[src/hdl/mait_pkg.sv]
// Shared types and constants for the moving-axis interval test.
// No dependencies; used by every module of the block but mait_queue.
package mait_pkg;

    localparam int IN_BITS    = 32;
    localparam int PROD_BITS  = 2 * IN_BITS;
    localparam int SUM_BITS   = PROD_BITS + 2;
    localparam int DIFF_BITS  = IN_BITS + 1;
    localparam int LIMIT_BITS = 31;
    localparam int OUT_BITS   = 32;

    localparam logic [LIMIT_BITS-1:0] TIME_LIMIT_RESET = 31'd65536;

    typedef enum logic [1:0] {
        KIND_APART = 2'd0,
        KIND_HIT   = 2'd1,
        KIND_FULL  = 2'd2,
        KIND_LAST  = 2'd3
    } kind_t;

    typedef struct packed {
        logic  start;
        kind_t kind;
    } cmd_t;

    typedef struct packed {
        logic in_idle;
        logic in_first;
        logic in_last;
        logic div_busy;
        logic div_done;
    } back_stat_t;

endpackage

[src/hdl/mait_div.sv]
// Radix-2 restoring divider: saturated (diff * 2^FRAC_BITS) / speed, toward zero.
// Depends on mait_pkg.
module mait_div #(
    parameter int WORD_BITS  = 32,
    parameter int FRAC_BITS  = 16,
    parameter int SPEED_BITS = 50
) (
    input  logic                                  clk,
    input  logic                                  rst_n,
    input  logic                                  start,
    input  logic signed [mait_pkg::DIFF_BITS-1:0] diff,
    input  logic signed [SPEED_BITS-1:0]          speed,
    output logic                                  busy,
    output logic                                  done,
    output logic signed [WORD_BITS-1:0]           quot
);

    localparam int NUM_BITS = mait_pkg::DIFF_BITS + FRAC_BITS;
    localparam int CMP_BITS = SPEED_BITS + WORD_BITS;
    localparam int CNT_BITS = $clog2(WORD_BITS + 1);

    logic signed [NUM_BITS-1:0]   num;
    logic [NUM_BITS-1:0]          num_mag;
    logic [SPEED_BITS-1:0]        den_mag;
    logic [NUM_BITS-1:0]          rem_reg;
    logic [CMP_BITS-1:0]          den_reg;
    logic [WORD_BITS-1:0]         q_reg;
    logic [CNT_BITS-1:0]          cnt_reg;
    logic                         busy_reg, done_reg, neg_reg, sat_reg;
    logic                         fits;

    always_comb
    begin
        num     = NUM_BITS'(diff) <<< FRAC_BITS;
        num_mag = num[NUM_BITS-1] ? NUM_BITS'(-num) : NUM_BITS'(num);
        den_mag = speed[SPEED_BITS-1] ? SPEED_BITS'(-speed) : SPEED_BITS'(speed);
        fits    = CMP_BITS'(rem_reg) >= den_reg;
    end

    always_ff @(posedge clk or negedge rst_n)
    begin
        if (!rst_n)
        begin
            busy_reg <= 1'b0;
            done_reg <= 1'b0;
            cnt_reg  <= '0;
        end
        else
        begin
            done_reg <= busy_reg && (cnt_reg == CNT_BITS'(1));
            if (start)
            begin
                busy_reg <= 1'b1;
                cnt_reg  <= CNT_BITS'(WORD_BITS);
            end
            else if (busy_reg)
            begin
                cnt_reg <= cnt_reg - CNT_BITS'(1);
                if (cnt_reg == CNT_BITS'(1))
                begin
                    busy_reg <= 1'b0;
                end
            end
        end
    end

    always_ff @(posedge clk)
    begin
        if (start)
        begin
            rem_reg <= num_mag;
            den_reg <= CMP_BITS'(den_mag) << (WORD_BITS - 1);
            q_reg   <= '0;
            neg_reg <= num[NUM_BITS-1] ^ speed[SPEED_BITS-1];
            sat_reg <= CMP_BITS'(num_mag) >= (CMP_BITS'(den_mag) << WORD_BITS);
        end
        else if (busy_reg)
        begin
            if (fits)
            begin
                rem_reg <= NUM_BITS'(CMP_BITS'(rem_reg) - den_reg);
            end
            q_reg   <= {q_reg[WORD_BITS-2:0], fits};
            den_reg <= den_reg >> 1;
        end
    end

    always_comb
    begin
        priority if (sat_reg || q_reg[WORD_BITS-1])
        begin
            quot = neg_reg ? {1'b1, {(WORD_BITS-1){1'b0}}} : {1'b0, {(WORD_BITS-1){1'b1}}};
        end
        else if (neg_reg)
        begin
            quot = -$signed(q_reg);
        end
        else
        begin
            quot = $signed(q_reg);
        end
    end

    assign busy = busy_reg;
    assign done = done_reg;

endmodule

[src/hdl/mait_back.sv]
// Back part: contact-time sequencer with shared divider and output register.
// Depends on mait_pkg and mait_div.
module mait_back #(
    parameter int WORD_BITS  = 32,
    parameter int FRAC_BITS  = 16,
    parameter int SPEED_BITS = 50
) (
    input  logic                                  clk,
    input  logic                                  rst_n,
    input  logic                                  pop_valid,
    output logic                                  pop_ready,
    input  mait_pkg::cmd_t                        pop_cmd,
    input  logic signed [SPEED_BITS-1:0]          pop_speed,
    input  logic signed [mait_pkg::DIFF_BITS-1:0] pop_diff_first,
    input  logic signed [mait_pkg::DIFF_BITS-1:0] pop_diff_last,
    input  logic [mait_pkg::LIMIT_BITS-1:0]       time_limit,
    output logic                                  m_tvalid,
    input  logic                                  m_tready,
    output logic [2*mait_pkg::OUT_BITS-1:0]       m_tdata,
    output logic                                  m_tuser,
    output mait_pkg::back_stat_t                  stat
);

    typedef enum logic [3:0] {
        ST_IDLE  = 4'b0001,
        ST_FIRST = 4'b0010,
        ST_LAST  = 4'b0100,
        ST_EMIT  = 4'b1000
    } state_t;

    localparam logic signed [WORD_BITS-1:0] TIME_MAX = {1'b0, {(WORD_BITS-1){1'b1}}};

    state_t                                state_reg, state_next;
    logic signed [WORD_BITS-1:0]           first_reg, first_next;
    logic signed [WORD_BITS-1:0]           last_reg, last_next;
    logic                                  ok_reg, ok_next;
    logic signed [SPEED_BITS-1:0]          speed_reg;
    logic signed [mait_pkg::DIFF_BITS-1:0] diff_last_reg;
    logic                                  out_valid_reg;
    logic                                  out_ok_reg;
    logic [mait_pkg::OUT_BITS-1:0]         out_first_reg, out_last_reg;
    logic                                  div_start, div_busy, div_done;
    logic signed [mait_pkg::DIFF_BITS-1:0] div_diff;
    logic signed [SPEED_BITS-1:0]          div_speed;
    logic signed [WORD_BITS-1:0]           div_quot;
    logic signed [WORD_BITS-1:0]           first_max, last_min;
    logic                                  pop, load_out;

    mait_div #(
        .WORD_BITS (WORD_BITS),
        .FRAC_BITS (FRAC_BITS),
        .SPEED_BITS(SPEED_BITS)
    ) u_div (
        .clk  (clk),
        .rst_n(rst_n),
        .start(div_start),
        .diff (div_diff),
        .speed(div_speed),
        .busy (div_busy),
        .done (div_done),
        .quot (div_quot)
    );

    assign pop_ready = (state_reg == ST_IDLE);
    assign pop       = pop_valid && pop_ready;
    assign load_out  = (state_reg == ST_EMIT) && (!out_valid_reg || m_tready);
    assign first_max = (div_quot > first_reg) ? div_quot : first_reg;
    assign last_min  = (div_quot < last_reg) ? div_quot : last_reg;

    always_comb
    begin
        state_next = state_reg;
        first_next = first_reg;
        last_next  = last_reg;
        ok_next    = ok_reg;
        div_start  = 1'b0;
        div_diff   = pop_diff_first;
        div_speed  = pop_speed;
        unique case (state_reg)
            ST_IDLE:
            begin
                if (pop)
                begin
                    if (pop_cmd.start)
                    begin
                        first_next = '0;
                        last_next  = TIME_MAX;
                    end
                    unique case (pop_cmd.kind)
                        mait_pkg::KIND_APART:
                        begin
                            ok_next    = 1'b0;
                            state_next = ST_EMIT;
                        end
                        mait_pkg::KIND_HIT:
                        begin
                            ok_next    = 1'b1;
                            state_next = ST_EMIT;
                        end
                        mait_pkg::KIND_FULL:
                        begin
                            div_start  = 1'b1;
                            state_next = ST_FIRST;
                        end
                        mait_pkg::KIND_LAST:
                        begin
                            div_start  = 1'b1;
                            div_diff   = pop_diff_last;
                            state_next = ST_LAST;
                        end
                        default:
                        begin
                            state_next = ST_IDLE;
                        end
                    endcase
                end
            end
            ST_FIRST:
            begin
                div_diff  = diff_last_reg;
                div_speed = speed_reg;
                if (div_done)
                begin
                    first_next = first_max;
                    if (64'(first_max) > $signed(64'(time_limit)))
                    begin
                        ok_next    = 1'b0;
                        state_next = ST_EMIT;
                    end
                    else
                    begin
                        div_start  = 1'b1;
                        state_next = ST_LAST;
                    end
                end
            end
            ST_LAST:
            begin
                if (div_done)
                begin
                    last_next  = last_min;
                    ok_next    = (first_reg <= last_min);
                    state_next = ST_EMIT;
                end
            end
            ST_EMIT:
            begin
                if (load_out)
                begin
                    state_next = ST_IDLE;
                end
            end
            default:
            begin
                state_next = ST_IDLE;
            end
        endcase
    end

    always_ff @(posedge clk or negedge rst_n)
    begin
        if (!rst_n)
        begin
            state_reg     <= ST_IDLE;
            first_reg     <= '0;
            last_reg      <= TIME_MAX;
            ok_reg        <= 1'b0;
            out_valid_reg <= 1'b0;
        end
        else
        begin
            state_reg <= state_next;
            first_reg <= first_next;
            last_reg  <= last_next;
            ok_reg    <= ok_next;
            if (load_out)
            begin
                out_valid_reg <= 1'b1;
            end
            else if (m_tready)
            begin
                out_valid_reg <= 1'b0;
            end
        end
    end

    always_ff @(posedge clk)
    begin
        if (pop)
        begin
            speed_reg     <= pop_speed;
            diff_last_reg <= pop_diff_last;
        end
        if (load_out)
        begin
            out_ok_reg    <= ok_reg;
            out_first_reg <= mait_pkg::OUT_BITS'(first_reg);
            out_last_reg  <= mait_pkg::OUT_BITS'(last_reg);
        end
    end

    assign m_tvalid      = out_valid_reg;
    assign m_tuser       = out_ok_reg;
    assign m_tdata       = {out_last_reg, out_first_reg};
    assign stat.in_idle  = (state_reg == ST_IDLE);
    assign stat.in_first = (state_reg == ST_FIRST);
    assign stat.in_last  = (state_reg == ST_LAST);
    assign stat.div_busy = div_busy;
    assign stat.div_done = div_done;

endmodule

[config.mk]
export PLATFORM = sky130hd
export DESIGN_NAME = mait_back
export DESIGN_NICKNAME = d
export VERILOG_FILES = /design/src/hdl/mait_pkg.sv /design/src/hdl/mait_div.sv /design/src/hdl/mait_back.sv
export SDC_FILE = /design/constraint.sdc
export NUM_CORES = 1
export LEC_CHECK = 0
export ABC_AREA = 0
export CORE_MARGIN = 2
export CORE_UTILIZATION = 45
export DETAILED_ROUTE_END_ITERATION = 7
export DONT_BUFFER_PORTS = 1
export GPL_ROUTABILITY_DRIVEN = 1
export SLEW_MARGIN = 10
export SYNTH_ARGS = -nofsm -noshare
export SYNTH_HDL_FRONTEND = slang
export SYNTH_SLANG_ARGS = --single-unit
[constraint.sdc]
create_clock -name clk -period 9.4 [get_ports clk]
set_clock_uncertainty 0.2 [all_clocks]
set_input_delay 1.88 -clock clk [delete_from_list [all_inputs] [get_ports clk]]
set_output_delay 1.88 -clock clk [all_outputs]
set_load 0.02 [all_outputs]
# Yosys cells after proc, flatten, opt, wreduce, memory -nomap -nowiden
# Index checks and enable logic that the tools add are counted.
[totals] latch_bits=0 n_memories=0 input_bits=154 regBits=390 ram_bits=0 output_inout_bits=72 romBits=0
[classes] shift=0 mux=49 bitwise_logic=1 add_sub_neg=5 order_cmp=6 reduce_logical=20 multipliers=0 n_eq_ne=15 n_div=0
[ops] op="$mux W32" count=11
[ops] op="$mux W49" count=4
[ops] op="$mux W81" count=2
[ops] op="$pmux W32 S2" count=2
[ops] op="$mux W50" count=2
[ops] op="$ge A49 B82 Y1" count=1
[ops] op="$ge A49 B81 Y1" count=1
[ops] op="$mux W33" count=2
[ops] op="$pmux W33 S2" count=1
[ops] op="$gt A32 B32 Y1" count=2
[ops] op="$neg A50 Y50" count=1
[ops] op="$neg A49 Y49" count=1
[ops] op="$sub A49 B49 Y49" count=1
[ops] op="$le A32 B32 Y1" count=1
[ops] op="$lt A32 B32 Y1" count=1
[ops] op="$neg A32 Y32" count=1
[ops] op="$mux W4" count=5
[ops] op="$pmux W4 S4" count=1
[ops] op="$mux W1" count=13
[ops] op="$mux W6" count=2
[ops] op="$pmux W4 S3" count=1
[ops] op="$reduce_and A4 Y1" count=3
[ops] op="$ne A2 B1 Y1 const B" count=5
[ops] op="$reduce_bool A2 Y1" count=5
[ops] op="21 further kinds" count=27

# Logic depth before layout (Yosys ltp)
[logic_depth] ltp_word=11 depth_mapped=37 mapped_depth_nobuf=33

# Modules after synthesis
# From an unflattened synthesis, not the netlist that was laid out.
[hier_totals] cells_unflattened=2646 area_unflattened_um2=25793.5
[by_module_without_submodules] mod="mait_div" area_each_um2=13460.4 seq_area_each_um2=4494.3 cells_per_inst=1611 n_inst=1
[by_module_without_submodules] mod="mait_back" area_each_um2=12333.1 seq_area_each_um2=6236.0 cells_per_inst=1035 n_inst=1

# Worst setup path before layout
# Ideal clock, no wire load.
[synth_path] path_type="register to register" start="register u_div.q_reg[0]" end="register u_div.den_reg[31] (enable)" t_required_ns=8.791 stages_incl_launch_ff=35 setup_time_ns=0.409 arrival_ns=8.827 setup_slack_ns=-0.036 n_path_buf=4 path_cell_list="dfxtp_1 -> inv_1 -> ha_1 -> or3b_4 -> or3_4 -> or3_4 -> nor3_4 -> nand3b_2 -> or4_4 -> nand2b_1 -> o31a_1 -> xor2_1 -> inv_1 -> ha_1 -> nand4_1 -> or2_2 -> nor4_1 -> a211oi_1 -> mux2i_1 -> clkbuf_1 -> clkbuf_1 -> nand2_1 -> o21ai_0 -> ha_1 -> a21o_1 -> a21o_1 -> a2111oi_0 -> a211oi_1 -> a31oi_1 -> nor3_2 -> mux2i_1 -> nand2_2 -> buf_2 -> buf_2 -> nand2_1"
[synth_between] elab_chain_cells=10
[synth_rtl] element="start, declared" line="mait_div.sv:27" text="logic [WORD_BITS-1:0] q_reg;"
[synth_rtl] element="start signal, assigned" line="mait_div.sv:83" text="q_reg <= {q_reg[WORD_BITS-2:0], fits};"
[synth_rtl] element="$neg A32 Y32" line="mait_div.sv:96" text="quot = -$signed(q_reg);"
[synth_rtl] element="$mux W32 *" line="mait_div.sv:94" text="else if (neg_reg)"
[synth_rtl] element="$mux W32 *" line="mait_div.sv:90" text="priority if (sat_reg || q_reg[WORD_BITS-1])"
[synth_rtl] element="$gt A32 B32 Y1" line="mait_back.sv:67" text="assign first_max = (div_quot > first_reg) ? div_quot : first_reg;"
[synth_rtl] element="$mux W32 *" line="mait_back.sv:67"
[synth_rtl] element="$gt A32 B32 Y1 *" line="mait_back.sv:125" text="if (64'(first_max) > $signed(64'(time_limit)))"
[synth_rtl] element="$mux W1 *" line="mait_back.sv:125"
[synth_rtl] element="$mux W1 *" line="mait_back.sv:122" text="if (div_done)"
[synth_rtl] element="$pmux W1 S2 *" line="mait_back.sv:79" text="unique case (state_reg)"
[synth_rtl] element="$reduce_bool A2 Y1 (no source line) *"
[synth_rtl] element="end signal, assigned" line="mait_div.sv:72" text="den_reg <= CMP_BITS'(den_mag) << (WORD_BITS - 1);"
[synth_rtl] element="end signal, assigned" line="mait_div.sv:84" text="den_reg <= den_reg >> 1;"
[synth_rtl] element="end, declared" line="mait_div.sv:26" text="logic [CMP_BITS-1:0] den_reg;"
# Mark *: on every way between the ends. The rest lies on a longest branch, timed or not.
# A chain may end at the register's enable or synchronous reset.

# Worst setup path in the final report
[layout_path] start="register u_div.q_reg[0]" end="register u_div.den_reg[65] (enable)"
# The elaborated chain is that of the path after synthesis.

==> flow_metrics.py <==
metrics = {
    "timing": {
        "fin_crit_sh": 0.959,
        "rsz0062_at_grt": "yes",
        "fin_setup_tns_ps": 0,
        "slew_headroom": 0.255,
        "fmax_mhz": 111,
        "maxSlewViolCount": 0,
        "period_needed_ps": 9020,
        "finalSetupViolCount": 0,
        "worst_slew_pin_slew_ps": 1120,
        "hold_ws_ps": 284,
        "hold_viol_final": 0,
    },
    "finish": {
        "fin_nets": 3109,
        "drive_above_1_share": 0.103,
        "layout_common_cells": "281 x nand2_1, 249 x edfxtp_1, 243 x nor2_1",
        "largest_reg_flops": 81,
        "design_area_um2": 28900,
        "fillCellCount": 5338,
        "syn2layout_area_growth_pct": 9.70,
        "regArea_um2": 10700,
        "multi_input_area_um2": 14500,
        "final_util": 0.500,
        "mostFrequentLayoutCell": "nand2_1",
    },
    "synth": {
        "synth_fa_ha_area_frac": 0.0943,
        "synth_nets": 3133,
        "ys_ff_latch": 390,
        "synth-seq-area-share": 0.407,
        "async_reset_ff_frac": 0.200,
        "ys_types": 100,
        "netlist_instances": 2781,
        "synth_area_um2": 26400,
        "synth_warnings": 0,
        "synth_top_family_by_area": "simple AND/OR/NAND/NOR gates",
        "synthSimpleGateAreaFrac": 0.176,
        "avgSynthCellArea_um2": 9.48,
        "synth_edf_count": 249,
        "ys.flop_type": "edfxtp_1",
        "synth-compound-area-share": 0.150,
        "synth-xor-area-share": 0.0471,
        "synth.mux.area_fraction": 0.0774,
    },
    "placement": {
        "place.gp.congestion": 0.936,
        "port_buffers": 0,
        "hpwl_um": 57600,
        "post_dp_cell_area_um2": 27300,
    },
    "setup_path": {
        "end_kind": "register",
        "slowest_delay_ps": 570,
        "cp.depth": 33,
        "critPathRequiredTime_ps": 9480,
        "r2r-start": "u_div.q_reg[0]",
        "crit_arrival_ps": 9090,
        "slowest_stage": "or4_4",
        "rr_endpoint": "u_div.den_reg[65]",
        "cp_num_buf_inv": 6,
        "cp-startpoint": "u_div.q_reg[0]",
        "reg2regPathDepth": 33,
        "crit_fanout": 44,
        "cpMostUsedCell": "ha_1",
        "crit_type": "reg2reg",
        "path_delay_family": "simple AND/OR/NAND/NOR gates",
        "cp-start-kind": "register",
        "r2r_setup_slack_ps": 380,
    },
    "power_and_ir_drop": {
        "leakagePower_nw": 12.2,
        "power_mw": 8.95,
        "powerDensity_nw_per_um2": 310,
        "ir_worst_vdd_mv": 0.191,
    },
    "clocking": {
        "htree_num_levels": 2,
        "cts_sinks": 390,
        "cts_root_buf": "clkbuf_16",
        "cts_made_buffers": 46,
        "cts_hold_buffers": 0,
        "insertion_delay_ps": 590,
        "clockBufferDepth": 3,
        "clk_pin_slew_ps": 60,
        "cts_tree": "done",
    },
    "drt": {
        "routed_wl_um": 76500,
        "drtPass1Iterations": 6,
        "via_per_inst": 5.88,
        "drc": 0,
        "first_iter_violations": 1598,
        "drtAntennaViolNets": 0,
        "wl_per_cell_um": 21.5,
        "via_count": 20900,
    },
    "global_routing": {
        "first_global_vias": 20500,
        "grt_max_degree": 79,
        "grt_usage": 0.249,
        "grt_overflow": 0,
        "antenna_found_initial": 5,
        "grt_first_pass_wirelength_um": 118000,
    },
    "worst_hold_path": {
        "hold_start": "ok_reg",
        "worstHoldEndpoint": "m_tuser",
        "holdPathStages": 0,
        "hold_class": "reg2reg",
    },
    "floorplan": {
        "coreArea_um2": 57800,
        "die-area_um2": 60500,
        "start_util": 0.456,
        "die_h_um": 246,
        "ios": 226,
        "rows": 88,
        "die_w_um": 246,
    },
    "flow_run": {
        "cap_violations": 0,
    },
    "run_status": {
        "status": "finished, final reports clean",
    },
}
## cell usage after synthesis, drive strengths merged, types with 6 or more instances
library cell,instances,area share
or3,19,0.0051
or2,10,0.0024
nor3,63,0.013
a22oi,9,0.0026
o311ai,8,0.0027
o21ai,160,0.030
a221o,25,0.0095
nor3b,6,0.0021
o211ai,14,0.0040
a31oi,19,0.0045
edfxtp,249,0.28
a21o,67,0.019
a31o,14,0.0047
o31ai,23,0.0073
o21a,14,0.0040
xnor2,76,0.025
or4,18,0.0053
dfstp,32,0.032
inv,175,0.025
nor2b,20,0.0047
o22ai,10,0.0024
dfxtp,63,0.048
buf,45,0.010
and2,19,0.0045
nand2,285,0.041
nand2b,24,0.0060
nand3b,7,0.0021
xor2,64,0.022
dfrtp,46,0.044
a21oi,150,0.029
a41oi,8,0.0027
nor4,37,0.010
nand3,96,0.019
nor4b,10,0.0033
ha,197,0.093
o41ai,7,0.0030
mux2,47,0.020
mux2i,151,0.057
nand4,42,0.010
and3,29,0.0069
or4b,6,0.0026
a21boi,12,0.0034
nor2,245,0.035
clkbuf,91,0.013
## stage by stage
step	cells	setup slack (ps)
finish	3561	384
global route	3559	-59.7
CTS	3555	142
detailed placement	3470	183
global placement	3470	335
floorplan	2781	66.0
## power by group
part	internal, mW	leakage [nW]	switching, mW	total, mW
logic	1.72	7.67	2.68	4.40
clock network	1.07	0.739	0.731	1.80
registers	2.44	3.81	0.317	2.75
total	5.22	12.2	3.73	8.95
## worst max path at each step
stage                   endpoint
5_1_grt        u_div.den_reg[54]
6_report       u_div.den_reg[65]
4_1_cts         u_div.rem_reg[8]
3_5_place_dp   u_div.rem_reg[13]
2_1_floorplan   u_div.rem_reg[0]
3_3_place_gp   u_div.rem_reg[13]
## what timing repair did
item / in CTS / in global routing
buffers inserted: 0 / 2
setup endpoints to repair: 0 / 264
resized for setup: 0 / 11
## cell families (layout without fill, tap and decap cells)
kind of cell / Yosys count / in the layout
AND/OR/NAND/NOR: 946 / 946
adder cells (fa/ha/maj): 198 / 198
flip-flops: 390 / 390
XOR/XNOR: 140 / 140
buffers and inverters: 312 / 325
AO/OA/AOI/OAI: 597 / 597
multiplexers: 198 / 198
other: 0 / 2
## final cells by class
type | instances | area share
sequential | 390 | 0.371
antenna | 2 | 0.000173
clock buffer | 66 | 0.0449
timing repair buffer | 64 | 0.0204
tap | 765 | 0.0331
multi-input combinational | 2079 | 0.500
inverter | 176 | 0.0234
clock inverter | 19 | 0.00692
## routing by layer
layer  part of all wire  track usage
met5            0.00048            0
met4              0.032       0.0856
met3              0.069       0.0554
met2               0.48        0.422
met1               0.42        0.311
(Power assumes the default switching activity.)
